File: src/sv/rmsb_pkg.sv
// ----------------------------------------------------------------------------
// rmsb_pkg
// Types and constants shared by the robot mode sequencer with buzzer.
// ----------------------------------------------------------------------------
package rmsb_pkg;

  // operating modes, encoding as seen on the command and result beats
  typedef enum logic [2:0] {
    MODE_IDLE   = 3'd0,
    MODE_LINE   = 3'd1,
    MODE_CHECK  = 3'd2,
    MODE_OBST   = 3'd3,
    MODE_CHARGE = 3'd4,
    MODE_ESTOP  = 3'd5
  } mode_e;

  // configuration register indexes
  typedef enum logic [1:0] {
    CFG_DWELL_TICKS      = 2'd0,
    CFG_CHECK_BEEP_TICKS = 2'd1,
    CFG_CHARGE_BEEP_TICKS = 2'd2,
    CFG_TRANS_BEEP_TICKS = 2'd3
  } cfg_idx_e;

  localparam int unsigned DwellBits = 10;
  localparam int unsigned BeepCfgBits = 8;
  localparam int unsigned BeepCntBits = 14;
  localparam int unsigned CfgDataBits = 10;
  localparam int unsigned TdataBits = 16;

  localparam logic [BeepCntBits-1:0] EstopBeep = 14'd9999;
  localparam logic [DwellBits-1:0]   DwellMax = 10'h3FF;

  // register reset values
  localparam logic [DwellBits-1:0]   DwellTicksRst = 10'd60;
  localparam logic [BeepCfgBits-1:0] CheckBeepRst = 8'd4;
  localparam logic [BeepCfgBits-1:0] ChargeBeepRst = 8'd6;
  localparam logic [BeepCfgBits-1:0] TransBeepRst = 8'd2;

  typedef struct packed {
    logic [DwellBits-1:0]   dwell_ticks;
    logic [BeepCfgBits-1:0] check_beep;
    logic [BeepCfgBits-1:0] charge_beep;
    logic [BeepCfgBits-1:0] trans_beep;
  } cfg_t;

  // control state apart from the station number
  typedef struct packed {
    mode_e                  mode;
    mode_e                  prior_mode;
    logic [DwellBits-1:0]   dwell_count;
    logic                   charging;
    logic [BeepCntBits-1:0] beep_count;
    logic                   beep_active;
  } ctrl_t;

  typedef struct packed {
    logic       command_valid;
    logic [2:0] target_mode;
    logic [7:0] next_station;
    logic       obstacle_seen;
  } item_t;

  typedef struct packed {
    mode_e      mode_now;
    logic       stop_command;
    logic       safety_stop;
    logic       buzzer_on;
    logic [7:0] station_now;
    logic       charge_on;
  } result_t;

endpackage

File: src/sv/rmsb_step.sv
// ----------------------------------------------------------------------------
// rmsb_step
// One control tick: command handling, mode step and buzzer update.
// ----------------------------------------------------------------------------
module rmsb_step #(
  parameter int unsigned STATION_BITS = 8
) (
  input  rmsb_pkg::cfg_t            cfg_i,
  input  rmsb_pkg::ctrl_t           ctrl_i,
  input  logic [STATION_BITS-1:0]   station_i,
  input  rmsb_pkg::item_t           item_i,
  output rmsb_pkg::ctrl_t           ctrl_o,
  output logic [STATION_BITS-1:0]   station_o,
  output rmsb_pkg::result_t         result_o
);

  rmsb_pkg::ctrl_t         cmd_st;
  logic [STATION_BITS-1:0] cmd_station;
  logic                    cmd_take;
  rmsb_pkg::mode_e         target;
  rmsb_pkg::ctrl_t         step_st;
  logic                    stop;
  logic                    safety;
  logic                    buzz;

  assign target = rmsb_pkg::mode_e'(item_i.target_mode);

  // a command is taken if in range, not blocked by estop, and a real change
  assign cmd_take = item_i.command_valid
                 && (item_i.target_mode <= 3'(rmsb_pkg::MODE_ESTOP))
                 && !((ctrl_i.mode == rmsb_pkg::MODE_ESTOP)
                      && (item_i.target_mode != 3'(rmsb_pkg::MODE_IDLE)))
                 && (item_i.target_mode != 3'(ctrl_i.mode));

  // command handling
  always_comb begin
    cmd_st      = ctrl_i;
    cmd_station = station_i;
    if (cmd_take) begin
      cmd_st.prior_mode  = ctrl_i.mode;
      cmd_st.mode        = target;
      cmd_st.beep_active = 1'b1;
      case (target)
        rmsb_pkg::MODE_ESTOP: cmd_st.beep_count = rmsb_pkg::EstopBeep;
        rmsb_pkg::MODE_CHECK: begin
          cmd_st.beep_count = rmsb_pkg::BeepCntBits'(cfg_i.check_beep);
          cmd_station       = STATION_BITS'(item_i.next_station);
        end
        rmsb_pkg::MODE_CHARGE: begin
          cmd_st.beep_count = rmsb_pkg::BeepCntBits'(cfg_i.charge_beep);
          cmd_st.charging   = 1'b1;
        end
        default: cmd_st.beep_count = rmsb_pkg::BeepCntBits'(cfg_i.trans_beep);
      endcase
    end
  end

  // mode step
  always_comb begin
    step_st = cmd_st;
    stop    = 1'b0;
    safety  = 1'b0;
    unique case (cmd_st.mode)
      rmsb_pkg::MODE_IDLE: begin
        stop             = 1'b1;
        step_st.charging = 1'b0;
      end
      rmsb_pkg::MODE_CHECK: begin
        stop = 1'b1;
        if (cmd_st.dwell_count < rmsb_pkg::DwellMax) begin
          step_st.dwell_count = cmd_st.dwell_count + 1'b1;
        end
        if (step_st.dwell_count >= cfg_i.dwell_ticks) begin
          step_st.dwell_count = '0;
          step_st.mode        = rmsb_pkg::MODE_LINE;
        end
      end
      rmsb_pkg::MODE_OBST: begin
        stop = 1'b1;
        if (!item_i.obstacle_seen) begin
          step_st.mode = (cmd_st.prior_mode == rmsb_pkg::MODE_LINE) ?
                         rmsb_pkg::MODE_LINE : rmsb_pkg::MODE_IDLE;
        end else begin
          step_st.beep_active = 1'b1;
          if (cmd_st.beep_count == '0) begin
            step_st.beep_count = rmsb_pkg::BeepCntBits'(cfg_i.trans_beep);
          end
        end
      end
      rmsb_pkg::MODE_CHARGE: stop = 1'b1;
      rmsb_pkg::MODE_ESTOP: begin
        stop   = 1'b1;
        safety = 1'b1;
      end
      default: ;
    endcase
  end

  // buzzer: held on in estop, otherwise toggles while counting down
  always_comb begin
    ctrl_o = step_st;
    buzz   = 1'b0;
    if (step_st.beep_active) begin
      if (step_st.beep_count != '0) begin
        if (cmd_st.mode == rmsb_pkg::MODE_ESTOP) begin
          buzz = 1'b1;
        end else begin
          buzz              = ~step_st.beep_count[0];
          ctrl_o.beep_count = step_st.beep_count - 1'b1;
        end
      end else begin
        ctrl_o.beep_active = 1'b0;
      end
    end
  end

  assign station_o = cmd_station;

  // result of this tick
  always_comb begin
    result_o.mode_now     = step_st.mode;
    result_o.stop_command = stop;
    result_o.safety_stop  = safety;
    result_o.buzzer_on    = buzz;
    result_o.station_now  = 8'(cmd_station);
    result_o.charge_on    = step_st.charging;
  end

endmodule

File: src/sv/robot_mode_sequencer_with_buzzer_unit.sv
// ----------------------------------------------------------------------------
// robot_mode_sequencer_with_buzzer_unit
// Robot mode sequencer: six modes, checkpoint dwell, obstacle fallback, buzzer.
// ----------------------------------------------------------------------------
//  channel   | direction | handshake             | payload
//  s_axis    | in        | s_axis_tvalid/tready  | tick item (tuser: command_valid)
//  m_axis    | out       | m_axis_tvalid/tready  | tick result
//  cfg       | in        | cfg_valid_i/ready_o   | register index, write data
//
//  one beat per cycle while s_axis_tready is high; each result is registered
//  the step is pure logic from the input beat to the result or skid register
//  a two-entry output (result register plus skid) keeps s_axis_tready high while
//  one result waits; tready drops only when both are full
//  cfg is always ready; reset loads the default register values and idle mode
// ----------------------------------------------------------------------------
module robot_mode_sequencer_with_buzzer_unit #(
  parameter int unsigned STATION_BITS = 8
) (
  input  logic        clk_i,
  input  logic        rst_ni,
  // tick items
  input  logic        s_axis_tvalid,
  output logic        s_axis_tready,
  // [2:0] target_mode, [10:3] next_station, [11] obstacle_seen, [15:12] zero
  input  logic [15:0] s_axis_tdata,
  // [0] command_valid
  input  logic        s_axis_tuser,
  // results
  output logic        m_axis_tvalid,
  input  logic        m_axis_tready,
  // [2:0] mode_now, [3] stop_command, [4] safety_stop, [5] buzzer_on,
  // [13:6] station_now, [14] charge_on, [15] zero
  output logic [15:0] m_axis_tdata,
  // configuration writes
  input  logic        cfg_valid_i,
  output logic        cfg_ready_o,
  input  logic [1:0]  cfg_index_i,
  input  logic [9:0]  cfg_data_i
);

  rmsb_pkg::cfg_t          cfg_q;
  rmsb_pkg::ctrl_t         ctrl_q, ctrl_d;
  logic [STATION_BITS-1:0] station_q, station_d;
  rmsb_pkg::item_t         item;
  rmsb_pkg::result_t       result;
  logic [15:0]             result_data;
  logic                    in_fire;
  logic                    out_fire;
  logic                    out_valid_q;
  logic [15:0]             out_data_q;
  logic                    skid_valid_q;
  logic [15:0]             skid_data_q;

  assign cfg_ready_o = 1'b1;

  // configuration registers
  always_ff @(posedge clk_i or negedge rst_ni) begin
    if (!rst_ni) begin
      cfg_q.dwell_ticks <= rmsb_pkg::DwellTicksRst;
      cfg_q.check_beep  <= rmsb_pkg::CheckBeepRst;
      cfg_q.charge_beep <= rmsb_pkg::ChargeBeepRst;
      cfg_q.trans_beep  <= rmsb_pkg::TransBeepRst;
    end else if (cfg_valid_i) begin
      unique case (rmsb_pkg::cfg_idx_e'(cfg_index_i))
        rmsb_pkg::CFG_DWELL_TICKS:       cfg_q.dwell_ticks <= cfg_data_i;
        rmsb_pkg::CFG_CHECK_BEEP_TICKS:  cfg_q.check_beep  <= cfg_data_i[7:0];
        rmsb_pkg::CFG_CHARGE_BEEP_TICKS: cfg_q.charge_beep <= cfg_data_i[7:0];
        rmsb_pkg::CFG_TRANS_BEEP_TICKS:  cfg_q.trans_beep  <= cfg_data_i[7:0];
        default: ;
      endcase
    end
  end

  // unpack the input beat
  always_comb begin
    item.command_valid = s_axis_tuser;
    item.target_mode   = s_axis_tdata[2:0];
    item.next_station  = s_axis_tdata[10:3];
    item.obstacle_seen = s_axis_tdata[11];
  end

  rmsb_step #(
    .STATION_BITS(STATION_BITS)
  ) u_step (
    .cfg_i     (cfg_q),
    .ctrl_i    (ctrl_q),
    .station_i (station_q),
    .item_i    (item),
    .ctrl_o    (ctrl_d),
    .station_o (station_d),
    .result_o  (result)
  );

  assign result_data = {1'b0, result.charge_on, result.station_now,
                        result.buzzer_on, result.safety_stop, result.stop_command,
                        3'(result.mode_now)};

  assign s_axis_tready = !skid_valid_q;
  assign in_fire       = s_axis_tvalid && s_axis_tready;
  assign out_fire      = out_valid_q && m_axis_tready;

  // sequencer state advances on every accepted beat
  always_ff @(posedge clk_i or negedge rst_ni) begin
    if (!rst_ni) begin
      ctrl_q.mode        <= rmsb_pkg::MODE_IDLE;
      ctrl_q.prior_mode  <= rmsb_pkg::MODE_IDLE;
      ctrl_q.dwell_count <= '0;
      ctrl_q.charging    <= 1'b0;
      ctrl_q.beep_count  <= '0;
      ctrl_q.beep_active <= 1'b0;
      station_q          <= '0;
    end else if (in_fire) begin
      ctrl_q    <= ctrl_d;
      station_q <= station_d;
    end
  end

  // output register and skid control
  always_ff @(posedge clk_i or negedge rst_ni) begin
    if (!rst_ni) begin
      out_valid_q  <= 1'b0;
      skid_valid_q <= 1'b0;
    end else begin
      if (out_fire) begin
        if (skid_valid_q) begin
          skid_valid_q <= 1'b0;
        end else begin
          out_valid_q <= in_fire;
        end
      end else if (in_fire) begin
        if (out_valid_q) begin
          skid_valid_q <= 1'b1;
        end else begin
          out_valid_q <= 1'b1;
        end
      end
    end
  end

  // output and skid payload
  always_ff @(posedge clk_i) begin
    if (out_fire) begin
      if (skid_valid_q) begin
        out_data_q <= skid_data_q;
      end else if (in_fire) begin
        out_data_q <= result_data;
      end
    end else if (in_fire) begin
      if (out_valid_q) begin
        skid_data_q <= result_data;
      end else begin
        out_data_q <= result_data;
      end
    end
  end

  assign m_axis_tvalid = out_valid_q;
  assign m_axis_tdata  = out_data_q;

endmodule

File: config.mk
export PLATFORM = sky130hd
export DESIGN_NAME = robot_mode_sequencer_with_buzzer_unit
export DESIGN_NICKNAME = d
export VERILOG_FILES = /design/src/sv/rmsb_pkg.sv /design/src/sv/rmsb_step.sv /design/src/sv/robot_mode_sequencer_with_buzzer_unit.sv
export SDC_FILE = /design/constraint.sdc
export NUM_CORES = 1
export LEC_CHECK = 0
export ABC_AREA = 1
export BUFFER_PORTS_ARGS = -buffer_cell sky130_fd_sc_hd__buf_2
export CAP_MARGIN = 20
export CORE_UTILIZATION = 55
export CTS_CLUSTER_SIZE = 20
export DETAILED_ROUTE_END_ITERATION = 12
export GPL_TIMING_DRIVEN = 0
export MAX_ROUTING_LAYER = met4
export PLACE_DENSITY = 0.82
export RECOVER_POWER = 25
export SKIP_CTS_REPAIR_TIMING = 1
export SYNTH_ARGS = -nofsm -noshare
export SYNTH_HDL_FRONTEND = slang
export SYNTH_SLANG_ARGS = --single-unit
export TNS_END_PERCENT = 100
File: constraint.sdc
create_clock -name clk_i -period 10.1 [get_ports clk_i]
set_clock_uncertainty 0.05 [all_clocks]
set_input_delay 0.505 -clock clk_i [delete_from_list [all_inputs] [get_ports clk_i]]
set_output_delay 0.505 -clock clk_i [all_outputs]
set_load 0.01 [all_outputs]
==> impl_metrics.py, run 1 <==
metrics = {
    "global_route": {
        "grt_usage_pct": 27.77,
        "antenna_found_initial": 0,
        "grt_first_pass_wirelength_um": 23980,
        "grt_pass1_vias": 5114,
        "grt_max_degree": 45,
        "grt_overflow": 0,
    },
    "sta": {
        "max_slew.worst_pin.slew_ps": 2355,
        "fin_hold_ws_ps": 321.3,
        "finalCriticalPeriod_ps": 4483,
        "drv_slew": 79,
        "hold_viol_final": 0,
        "rsz0062_at_grt": "no",
        "max_freq_ghz": 0.2231,
        "relSlewSlack_pct": -57.01,
        "post-route-period-util_pct": 44.39,
        "setup_viol": 0,
        "tns_ps": 0,
    },
    "run_status": {
        "status": "finished, violations left",
        "violations": "capacitance limit, slew limit",
    },
    "yosys": {
        "synth_compound_area_share_pct": 9.893,
        "yosys.area.top_type": "dfrtp_1",
        "ys_ff_latch": 106,
        "synth-seq-area-share_pct": 46.43,
        "yosysTopAreaCellShare_pct": 28.09,
        "synth_top_family_by_area": "simple AND/OR/NAND/NOR gates",
        "synth-edff-count": 30,
        "synth_area_sq_mm": 0.006058,
        "synthTopCellsByArea": "dfrtp_1 28%, edfxtp_1 15%, nand2_1 14%",
        "netlist_instances": 780,
        "synth_adder_area_share_pct": 2.685,
        "ys_warn_count": 0,
        "syn-mean-instance-area_sq_um": 7.767,
        "synth_fp_nets": 827,
        "synth-async-reset-ratio_pct": 71.70,
        "synth-simple-area-share_pct": 30.92,
        "ys.flop_type": "dfrtp_1",
        "synth_cell_types": 40,
        "synth_xor_area_share_pct": 0.5783,
        "synth.area.mux_share_pct": 0.1652,
    },
    "drt": {
        "routed_via_density": 5.327,
        "routed_wl_um": 14130,
        "met2WireLength_um": 7118,
        "drtIter0Drc": 278,
        "dr_wl_met3_um": 594,
        "wl_per_cell_um": 14.40,
        "route.detailed.drc": 0,
        "route.antenna.remaining_nets": 0,
        "dr.pass1.iters": 5,
        "dr_total_vias": 5226,
        "wl_met1_um": 6035,
        "routed.top_layer": "met4",
    },
    "cells_and_area": {
        "final_nets": 887,
        "drive_above_1_share_pct": 14.79,
        "post-route-util_pct": 63.56,
        "multiInputGateArea_sq_mm": 0.002688,
        "regArea_sq_mm": 0.002813,
        "syn_to_final_growth_pct": 10.24,
        "antennaDiodeCount": 0,
        "design_area_sq_mm": 0.006679,
        "fill_cells": 930,
    },
    "place": {
        "placed_area_sq_mm": 0.006496,
        "hpwl_um": 10740,
        "place.gp.congestion": 0.9426,
        "io_buffers": 46,
    },
    "floorplanning": {
        "start_util_pct": 57.65,
        "coreArea_sq_mm": 0.01051,
        "dieArea_sq_mm": 0.01144,
        "rows": 37,
        "die_h_um": 107.0,
        "io-pin-count": 53,
        "fp.dieW_um": 107.0,
    },
    "critical_path": {
        "worst_ep_required_time_ps": 10290,
        "r2r_start": "ctrl_q[16]",
        "r2r_end": "m_axis_tdata[0]",
        "reg2reg_depth": 25,
        "r2r_slack_ps": 5620,
        "path_class": "reg2reg",
        "startpoint_type": "flip-flop",
        "cp.arrival_ps": 4680,
        "path_max_fanout": 7,
        "end_kind": "flip-flop",
    },
    "hold_path": {
        "hold_end": "cfg_q[32]",
        "min_from": "cfg_data_i[8]",
        "hold_depth": 3,
        "min_path_type": "in2reg",
    },
    "clocking": {
        "cts_tree": "yes",
        "htreeDepth": 3,
        "cts_max_path_buffers": 2,
        "root_buffer": "clkbuf_8",
        "cts.sinks": 106,
        "numCtsBuffers": 9,
        "clock_latency_ps": 380,
        "path_clk_slew_ps": 100,
    },
    "power_and_ir_drop": {
        "power.leakage_nw": 3.349,
        "ir_drop_v": 0.0001321,
        "powerDensity_mw_per_mm2": 266.4,
    },
    "job": {
        "max_cap_violations": 2,
    },
}
==> synthesized netlist by cell type (4+ instances only) <==
cell type	count
dfstp_2	8
clkbuf_1	15
edfxtp_1	30
o21ai_0	83
inv_1	102
nand2_2	11
inv_2	12
nor2_1	50
ha_1	13
buf_6	4
o22ai_1	5
a21oi_1	13
nand3_1	66
nand4_1	18
nand2_4	4
nor2_8	4
dfrtp_1	68
nor2_2	5
nor3_1	6
nand2_1	229
==> cell families (layout without fill, tap and decap cells) <==
family,Yosys count,in the layout
AND/OR/NAND/NOR,403,403
buffers and inverters,138,203
other,2,2
flip-flops,106,106
adder cells (fa/ha/maj),13,13
AO/OA/AOI/OAI,113,113
XOR/XNOR,4,4
multiplexers,1,1
==> layer usage <==
| metal | track usage [%] | vias to the layer above |
|---|---|---|
| met4 | 9.785 | 0 |
| met2 | 48.85 | 147 |
| li1 | - | 2634 |
| met5 | - | - |
| met3 | 3.647 | 25 |
| met1 | 32.71 | 2420 |
==> cell usage in the layout (no fill, tap or decap), types with 5 or more instances in the layout <==
cell type,count
nor2_2,5
a21oi_1,13
dfrtp_1,68
nand2_2,11
buf_6,5
dfstp_2,8
o22ai_1,5
nand3_1,66
clkbuf_8,9
inv_1,102
nand2_1,229
buf_2,47
ha_1,13
nor2_1,50
clkbuf_1,17
inv_2,12
nand4_1,18
nor3_1,6
o21ai_0,83
edfxtp_1,30
==> report_power, final <==
| group | total, mW | internal (mW) | switching [mW] | leakage (nW) |
|---|---|---|---|---|
| clock network | 0.274 | 0.117 | 0.157 | 0.0996 |
| logic | 0.828 | 0.273 | 0.554 | 2.02 |
| registers | 0.678 | 0.608 | 0.0696 | 1.23 |
==> through the flow <==
| stage | setup WS [ps] | cells | power (mW) |
|---|---|---|---|
| 2_1_floorplan | 6759 | 780 | 1.282 |
| 3_3_place_gp | 5792 | 962 | 1.465 |
| 3_5_place_dp | 5723 | 964 | 1.505 |
| 4_1_cts | 5672 | 980 | 1.782 |
| 5_1_grt | 5160 | 981 | 1.935 |
| 6_report | 5617 | 981 | 1.780 |
==> registers in the layout (all words and copies together), names as in the netlist <==
register / count
cfg_q: 34
station_q: 8
skid_data_q: 15
m_axis_tvalid: 1
ctrl_q: 32
skid_valid_q: 1
m_axis_tdata: 15
==> worst max-delay path by stage <==
stage                           from         endpoint  slack [ps]
final                     ctrl_q[16]  m_axis_tdata[0]        5620
after global routing      ctrl_q[16]  m_axis_tdata[0]        5160
after CTS                 ctrl_q[16]  m_axis_tdata[0]        5670
after detailed placement  ctrl_q[16]  m_axis_tdata[0]        5720
after global placement    ctrl_q[16]  m_axis_tdata[0]        5790
after floorplan           ctrl_q[16]  m_axis_tdata[0]        6760
==> area by class of cell <==
type                            count  area share (%)
Sequential cell                   106           42.11
Multi-Input combinational cell    536           40.24
Inverter                          115           6.463
Timing Repair Buffer               49           3.765
Tap cell                          136           2.548
Buffer                             23           1.892
Clock buffer                        9           1.855
Clock inverter                      7           1.124
==> critical path: stages (launching register included) <==
cell,delay (ps)
dfrtp_1,400
ha_1,160
inv_1,60
nor3_1,220
nand3_1,140
nor2_1,190
inv_1,90
nor2_1,330
inv_1,130
nand2_1,70
o21ai_0,110
ha_1,290
o21ai_0,70
a21boi_0,140
o21ai_0,100
nand2_1,70
nand3_1,60
nand2_1,60
nand2_1,50
nand2_1,50
a21oi_1,50
o21ai_0,480
inv_1,300
o21ai_0,440
mux2i_1,140
inv_1,100
Note: power is estimated with default switching activity, not from simulation.
==> run 2: changes to the inputs <==
--- a/config.mk
+++ b/config.mk
@@ -5,15 +5,15 @@
 export SDC_FILE = /design/constraint.sdc
 export NUM_CORES = 1
 export LEC_CHECK = 0
-export ABC_AREA = 1
+export ABC_AREA = 0
 export BUFFER_PORTS_ARGS = -buffer_cell sky130_fd_sc_hd__buf_2
 export CAP_MARGIN = 20
-export CORE_UTILIZATION = 55
+export CORE_UTILIZATION = 54
 export CTS_CLUSTER_SIZE = 20
 export DETAILED_ROUTE_END_ITERATION = 12
 export GPL_TIMING_DRIVEN = 0
 export MAX_ROUTING_LAYER = met4
-export PLACE_DENSITY = 0.82
+export PLACE_DENSITY = 0.84
 export RECOVER_POWER = 25
 export SKIP_CTS_REPAIR_TIMING = 1
 export SYNTH_ARGS = -nofsm -noshare
==> constraint.sdc (replaced) <==
create_clock -name clk_i -period 3.8 [get_ports clk_i]
set_clock_uncertainty 0.05 [all_clocks]
set_input_delay 0.19 -clock clk_i [delete_from_list [all_inputs] [get_ports clk_i]]
set_output_delay 0.19 -clock clk_i [all_outputs]
set_load 0.01 [all_outputs]
==> run 2 against run 1 <==
Effect of this change:
- the run ends with setup timing left
- worst setup slack got worse by 5700 ps
- final area increased by 6.8%
- core utilization increased by 1.9 points
- highest routed layer unchanged
==> impl_metrics.py, run 2 <==
metrics = {
    "yosys": {
        "synth_fp_nets": 675,
        "synth_xor_area_share_pct": 1.445,
        "synth_top_family_by_area": "compound AO/OA/AOI/OAI gates",
        "yosysTopAreaCellShare_pct": 28.07,
        "syn-mean-instance-area_sq_um": 9.653,
        "synth_compound_area_share_pct": 19.57,
        "synth.area.mux_share_pct": 7.864,
        "synthTopCellsByCount": "75 x nand2_1, 68 x dfrtp_1, 62 x o21ai_0",
        "synthTopCellsByArea": "dfrtp_1 28%, edfxtp_1 15%, mux2_2 5.4%",
        "synth-seq-area-share_pct": 46.40,
        "yosys.area.top_type": "dfrtp_1",
        "ys_warn_count": 0,
        "netlist_instances": 628,
        "synth_adder_area_share_pct": 2.683,
        "ys_ff_latch": 106,
        "synth-edff-count": 30,
        "ys.flop_type": "dfrtp_1",
        "synth_cell_types": 72,
        "synth-simple-area-share_pct": 17.52,
        "synth-async-reset-ratio_pct": 71.70,
        "synth_most_common_cell": "nand2_1",
        "synth_area_sq_mm": 0.006062,
    },
    "floorplanning": {
        "io-pin-count": 53,
        "die_h_um": 108.0,
        "rows": 38,
        "start_util_pct": 55.68,
        "coreArea_sq_mm": 0.01089,
        "fp.dieW_um": 108.0,
        "dieArea_sq_mm": 0.01165,
    },
    "sta": {
        "post-route-period-util_pct": 101.1,
        "relSlewSlack_pct": 4.522,
        "max_freq_ghz": 0.2604,
        "setup_ws_ps": -40.80,
        "rsz0062_at_grt": "yes",
        "hold_viol_final": 0,
        "setup_viol": 5,
        "fin_hold_ws_ps": 5.670,
        "max_slew.worst_pin.slew_ps": 1432,
        "drv_slew": 0,
        "finalCriticalPeriod_ps": 3841,
    },
    "critical_path": {
        "max_stage_delay_ps": 510,
        "cp-endpoint": "ctrl_q[9]",
        "r2r_end": "ctrl_q[9]",
        "reg2reg_depth": 19,
        "cpMaxStageDelayCell": "dfrtp_2",
        "r2r_start": "ctrl_q[31]",
        "crit_start": "ctrl_q[31]",
        "startpoint_type": "flip-flop",
        "cp_num_buf_inv": 6,
        "path_class": "reg2reg",
        "cp_top_family": "simple AND/OR/NAND/NOR gates",
        "worst_ep_required_time_ps": 4050,
        "end_kind": "flip-flop",
        "r2r_slack_ps": -40,
        "path_max_fanout": 8,
        "worstSetupPathDepth": 19,
        "crit_path_cell_trace": "buf_6 > a31o_4 > or2_0 > buf_4 > o31ai_4 > and4b_1 > buf_6 > buf_8 > nand2_2 > nand2_2 > inv_2 > ha_4 > nor4b_4 > o2111ai_2 > buf_4 > o21bai_4 > and4bb_2 > nor3_2 > a311oi_1",
        "cp.arrival_ps": 4090,
    },
    "drt": {
        "dr.pass1.iters": 6,
        "drtIter0Drc": 466,
        "routed_wl_um": 15890,
        "wl_per_cell_um": 18.51,
        "routed_via_density": 6.143,
        "route.antenna.remaining_nets": 0,
        "dr_total_vias": 5271,
        "route.detailed.drc": 0,
    },
    "cells_and_area": {
        "top_register": "cfg_q",
        "reg_top3": "cfg_q: 34 flops, ctrl_q: 32 flops",
        "largest_reg_flops": 34,
        "final_common_cell": "nand2_1",
        "syn_to_final_growth_pct": 17.65,
        "layout_common_cells": "73 x nand2_1, 64 x dfrtp_1, 61 x o21ai_0, 47 x buf_2, 40 x nor2_1",
        "final_nets": 759,
        "drive_above_1_share_pct": 24.41,
    },
    "clocking": {
        "cts_tree": "yes",
        "htreeDepth": 3,
        "numCtsBuffers": 9,
        "cts_max_path_buffers": 2,
        "path_clk_slew_ps": 110,
        "cts.sinks": 106,
        "clock_latency_ps": 390,
        "root_buffer": "clkbuf_8",
    },
    "power_and_ir_drop": {
        "ir_drop_v": 0.0004478,
        "power.leakage_nw": 2.972,
        "powerDensity_mw_per_mm2": 670.6,
        "finalPower_mw": 4.783,
    },
    "run_status": {
        "status": "finished, violations left",
        "violations": "setup timing",
    },
    "place": {
        "io_buffers": 45,
        "place.gp.congestion": 0.9505,
        "dp_slack_ps": -798.3,
        "hpwl_um": 11130,
    },
    "hold_path": {
        "hold_depth": 3,
        "min_path_type": "in2reg",
    },
    "global_route": {
        "grt_max_degree": 58,
        "antenna_found_initial": 1,
        "grt_pass1_vias": 4977,
        "grt_first_pass_wirelength_um": 25070,
        "grt_usage_pct": 29.01,
        "grt_overflow": 0,
    },
    "job": {
        "max_cap_violations": 0,
    },
}
[run 2: changes by cell type in the layout (fill, tap and decap cells not counted), moves of 9 or more]
cell	change
nand3_1	-46
buf_4	+20
nand2_2	-9
o21ai_0	-22
a21oi_1	+16
inv_1	-72
nand4_1	-14
inv_2	-11
nor2_1	-10
mux2i_1	+14
nand2_1	-156
mux2_2	+29
[run 2: final cells by class]
type	count	area [sq um]
Sequential cell	106	2818
Timing Repair Buffer	74	454.2
Clock inverter	6	72.57
Inverter	31	116.4
Multi-Input combinational cell	459	3207
Tap cell	140	175.2
Antenna cell	1	2.502
Fill cell	886	3756
Clock buffer	10	127.6
Buffer	31	158.9
[run 2: routing by layer]
| layer | track usage, % | routed length [um] |
|---|---|---|
| met5 | - | 0 |
| met4 | 10.67 | 303 |
| met3 | 4.099 | 942 |
| met2 | 45.50 | 7675 |
| met1 | 38.50 | 6963 |
[run 2: logic make-up (layout without fill, tap and decap cells)]
| kind of cell | Yosys count | in the layout |
|---|---|---|
| XOR/XNOR | 10 | 10 |
| AND/OR/NAND/NOR | 213 | 213 |
| flip-flops | 106 | 106 |
| multiplexers | 44 | 44 |
| AO/OA/AOI/OAI | 177 | 177 |
| other | 2 | 3 |
| adder cells (fa/ha/maj) | 13 | 13 |
| buffers and inverters | 63 | 152 |
[run 2: report_power, final]
| part | internal [mW] | leakage (nW) | switching, mW |
|---|---|---|---|
| combinational | 0.925 | 1.65 | 1.27 |
| clock | 0.314 | 0.103 | 0.419 |
| sequential | 1.58 | 1.22 | 0.270 |
[run 2: how the worst min path moves through the flow]
stage                             start           end  slack, ps
final                     cfg_data_i[3]     cfg_q[27]          6
after global routing      cfg_data_i[3]     cfg_q[27]         10
after CTS                        rst_ni     cfg_q[22]       -380
after detailed placement         rst_ni     cfg_q[12]         60
after global placement    m_axis_tready  skid_valid_q        360
after floorplan                  rst_ni      cfg_q[0]       -160
[run 2: worst min-delay path: stages]
cell	delay, ps
buf_2	130
nand2_1	50
o21ai_0	70
[run 2: through the flow]
step           setup TNS (ps)  cells  util, %  area [sq um]
6_report               -113.7    858    65.50          7132
5_1_grt                 -1370    858    65.50          7132
4_1_cts                 -7884    831    61.69          6716
3_5_place_dp            -8420    815    59.85          6516
3_3_place_gp            -8422    813    59.50          6479
2_1_floorplan               0    628        -          6078
==> run 3: changes to the inputs <==
==> constraint.sdc (replaced) <==
create_clock -name clk_i -period 3.15 [get_ports clk_i]
set_clock_uncertainty 0.05 [all_clocks]
set_input_delay 0.1575 -clock clk_i [delete_from_list [all_inputs] [get_ports clk_i]]
set_output_delay 0.1575 -clock clk_i [all_outputs]
set_load 0.01 [all_outputs]
==> run 3 against run 2 <==
Effect of this change:
- the flow finishes with violations (hold timing, setup timing)
- routed wire length increased by 2.3%
- clock power increased by 22%
- sequential cell count unchanged
- global-route usage decreased by 0.62 points
- non-clock buffer count decreased by 2
- worst setup slack got worse by 730 ps
- core utilization increased by 1.4 points
- worst hold slack got worse by 27 ps
- final area increased by 2.2%
- critical path type unchanged
- critical endpoint is now ctrl_q[6]
- highest routed layer unchanged
==> impl_metrics.py, run 3 (same netlist as run 2, synthesis figures left out) <==
metrics = {
    "run_status": {
        "status": "finished, violations left",
        "violations": "hold timing, setup timing",
    },
    "floorplanning": {
        "die_h_um": 108.0,
        "rows": 38,
        "dieArea_sq_mm": 0.01165,
        "io-pin-count": 53,
        "coreArea_sq_mm": 0.01089,
        "start_util_pct": 55.68,
        "fp.dieW_um": 108.0,
    },
    "drt": {
        "drtIter0Drc": 470,
        "met2WireLength_um": 7886,
        "routed.top_layer": "met4",
        "routed_wl_um": 16250,
        "route.antenna.remaining_nets": 0,
        "dr.pass1.iters": 5,
        "dr_total_vias": 5337,
        "route.detailed.drc": 0,
        "routed_via_density": 6.235,
        "wl_met1_um": 6724,
        "dr_wl_met3_um": 1160,
        "wl_per_cell_um": 18.98,
    },
    "sta": {
        "hold_viol_final": 4,
        "max_freq_ghz": 0.2550,
        "relSlewSlack_pct": 6.964,
        "fin_hold_ws_ps": -21.30,
        "drv_slew": 0,
        "setup_viol": 32,
        "max_slew.worst_pin.slew_ps": 1396,
        "post-route-period-util_pct": 124.5,
        "finalCriticalPeriod_ps": 3922,
        "setup_ws_ps": -771.6,
        "rsz0062_at_grt": "yes",
    },
    "clocking": {
        "cts_tree": "yes",
        "cts.sinks": 106,
        "root_buffer": "clkbuf_8",
        "htreeDepth": 3,
        "cts_max_path_buffers": 2,
        "numCtsBuffers": 9,
        "clock_latency_ps": 400,
        "path_clk_slew_ps": 120,
    },
    "place": {
        "placed_area_sq_mm": 0.006556,
        "hpwl_um": 11320,
        "place.gp.congestion": 1.004,
        "io_buffers": 45,
        "dp_slack_ps": -1544,
    },
    "critical_path": {
        "cp_num_buf_inv": 6,
        "max_stage_delay_ps": 490,
        "cp_top_family": "compound AO/OA/AOI/OAI gates",
        "startpoint_type": "flip-flop",
        "cpMaxStageDelayCell": "dfrtp_2",
        "end_kind": "flip-flop",
        "crit_path_cell_trace": "nor2b_4 > a31o_4 > buf_4 > o21ai_0 > o211ai_1 > and4b_1 > buf_6 > buf_8 > nand2_4 > nand2_4 > inv_2 > ha_4 > nor4b_4 > o2111ai_2 > nor2_4 > a2111oi_4 > buf_6 > buf_12 > a211o_1 > nand3_1",
        "cp.arrival_ps": 4160,
        "path_class": "reg2reg",
        "path_max_fanout": 6,
        "worst_ep_required_time_ps": 3390,
    },
    "global_route": {
        "grt_pass1_vias": 4901,
        "grt_overflow": 0,
        "grt_first_pass_wirelength_um": 24780,
        "grt_max_degree": 56,
        "antenna_found_initial": 0,
        "grt_usage_pct": 28.40,
    },
    "cells_and_area": {
        "top_register": "cfg_q",
        "syn_to_final_growth_pct": 20.25,
        "reg_top3": "cfg_q: 34 flops, ctrl_q: 32 flops",
        "fill_cells": 830,
        "layout_common_cells": "72 x nand2_1, 64 x dfrtp_1, 55 x o21ai_0, 45 x buf_2, 38 x nor2_1",
        "largest_reg_flops": 34,
        "post-route-util_pct": 66.95,
        "antennaDiodeCount": 0,
        "drive_above_1_share_pct": 26.26,
        "design_area_sq_mm": 0.007289,
        "final_nets": 758,
        "final_common_cell": "nand2_1",
    },
    "power_and_ir_drop": {
        "p_switching_mw": 2.528,
        "pwr-share-clk_pct": 15.1,
        "finalPower_mw": 5.923,
        "combPwrFrac_pct": 46.6,
        "seqPwrFrac_pct": 38.3,
        "powerDensity_mw_per_mm2": 812.5,
        "ir_drop_v": 0.0004625,
        "netSwitchingFraction_pct": 42.68,
        "intPower_mw": 3.395,
        "power.leakage_nw": 3.008,
    },
    "job": {
        "max_cap_violations": 0,
    },
    "hold_path": {
        "min_path_type": "in2reg",
    },
}
[run 3: final timing paths]
path / start / end / slack (ps) / cells after the start
min: cfg_data_i[4] / cfg_q[28] / -20 / 3
max: ctrl_q[29] / ctrl_q[6] / -770 / 20
min reg2reg: station_q[5] / station_q[5] / 450 / 2
max reg2reg: ctrl_q[29] / ctrl_q[6] / -770 / 20
max in group asynchronous: rst_ni / ctrl_q[29] / 510 / 3
min in group asynchronous: rst_ni / cfg_q[31] / 470 / 2
[run 3: final cells by class]
cell class              count  area, sq um  area share [%]
clock inverters             7        86.33           1.184
repair buffers             74        474.2           6.505
clock buffers               9        123.9           1.699
plain buffers              29        152.6           2.094
inverters                  31        116.4           1.596
flip-flops and latches    106         2818           38.65
well taps                 140        175.2           2.403
multi-input cells         460         3343           45.86
[run 3: metrics by stage]
stage                     TNS [ps]  hold WS [ps]  cells
after floorplan              -5744        -188.1    628
after global placement      -20640         323.5    813
after detailed placement    -23330         22.63    815
after CTS                   -21050        -406.9    831
after global routing        -16460         2.243    856
final                       -11390        -21.30    856
[run 3: routing by layer]
metal | GRT usage [%] | vias to the layer above
met1 | 36.11 | 2575
met3 | 5.063 | 54
met2 | 45.95 | 250
met4 | 9.491 | 0
li1 | - | 2458
met5 | - | -
[run 3: worst reg2reg max path: stages (launching register included)]
cell       delay, ps
dfrtp_2          490
nor2b_4          170
a31o_4           250
buf_4            150
o21ai_0          330
o211ai_1         170
and4b_1          310
buf_6            120
buf_8            110
nand2_4           50
nand2_4           90
inv_2             50
ha_4             160
nor4b_4          130
o2111ai_2        280
nor2_4            80
a2111oi_4        350
buf_6            200
buf_12           120
a211o_1          110
nand3_1           70
[run 3: power groups by stage]
stage                     sequential, mW  clock [mW]  combinational (mW)
after floorplan                     2.19           0                1.59
after global placement              2.20           0                2.19
after detailed placement            2.22           0                2.28
after CTS                           2.19       0.908                2.29
after global routing                2.32       0.956                3.00
final                               2.27       0.894                2.76
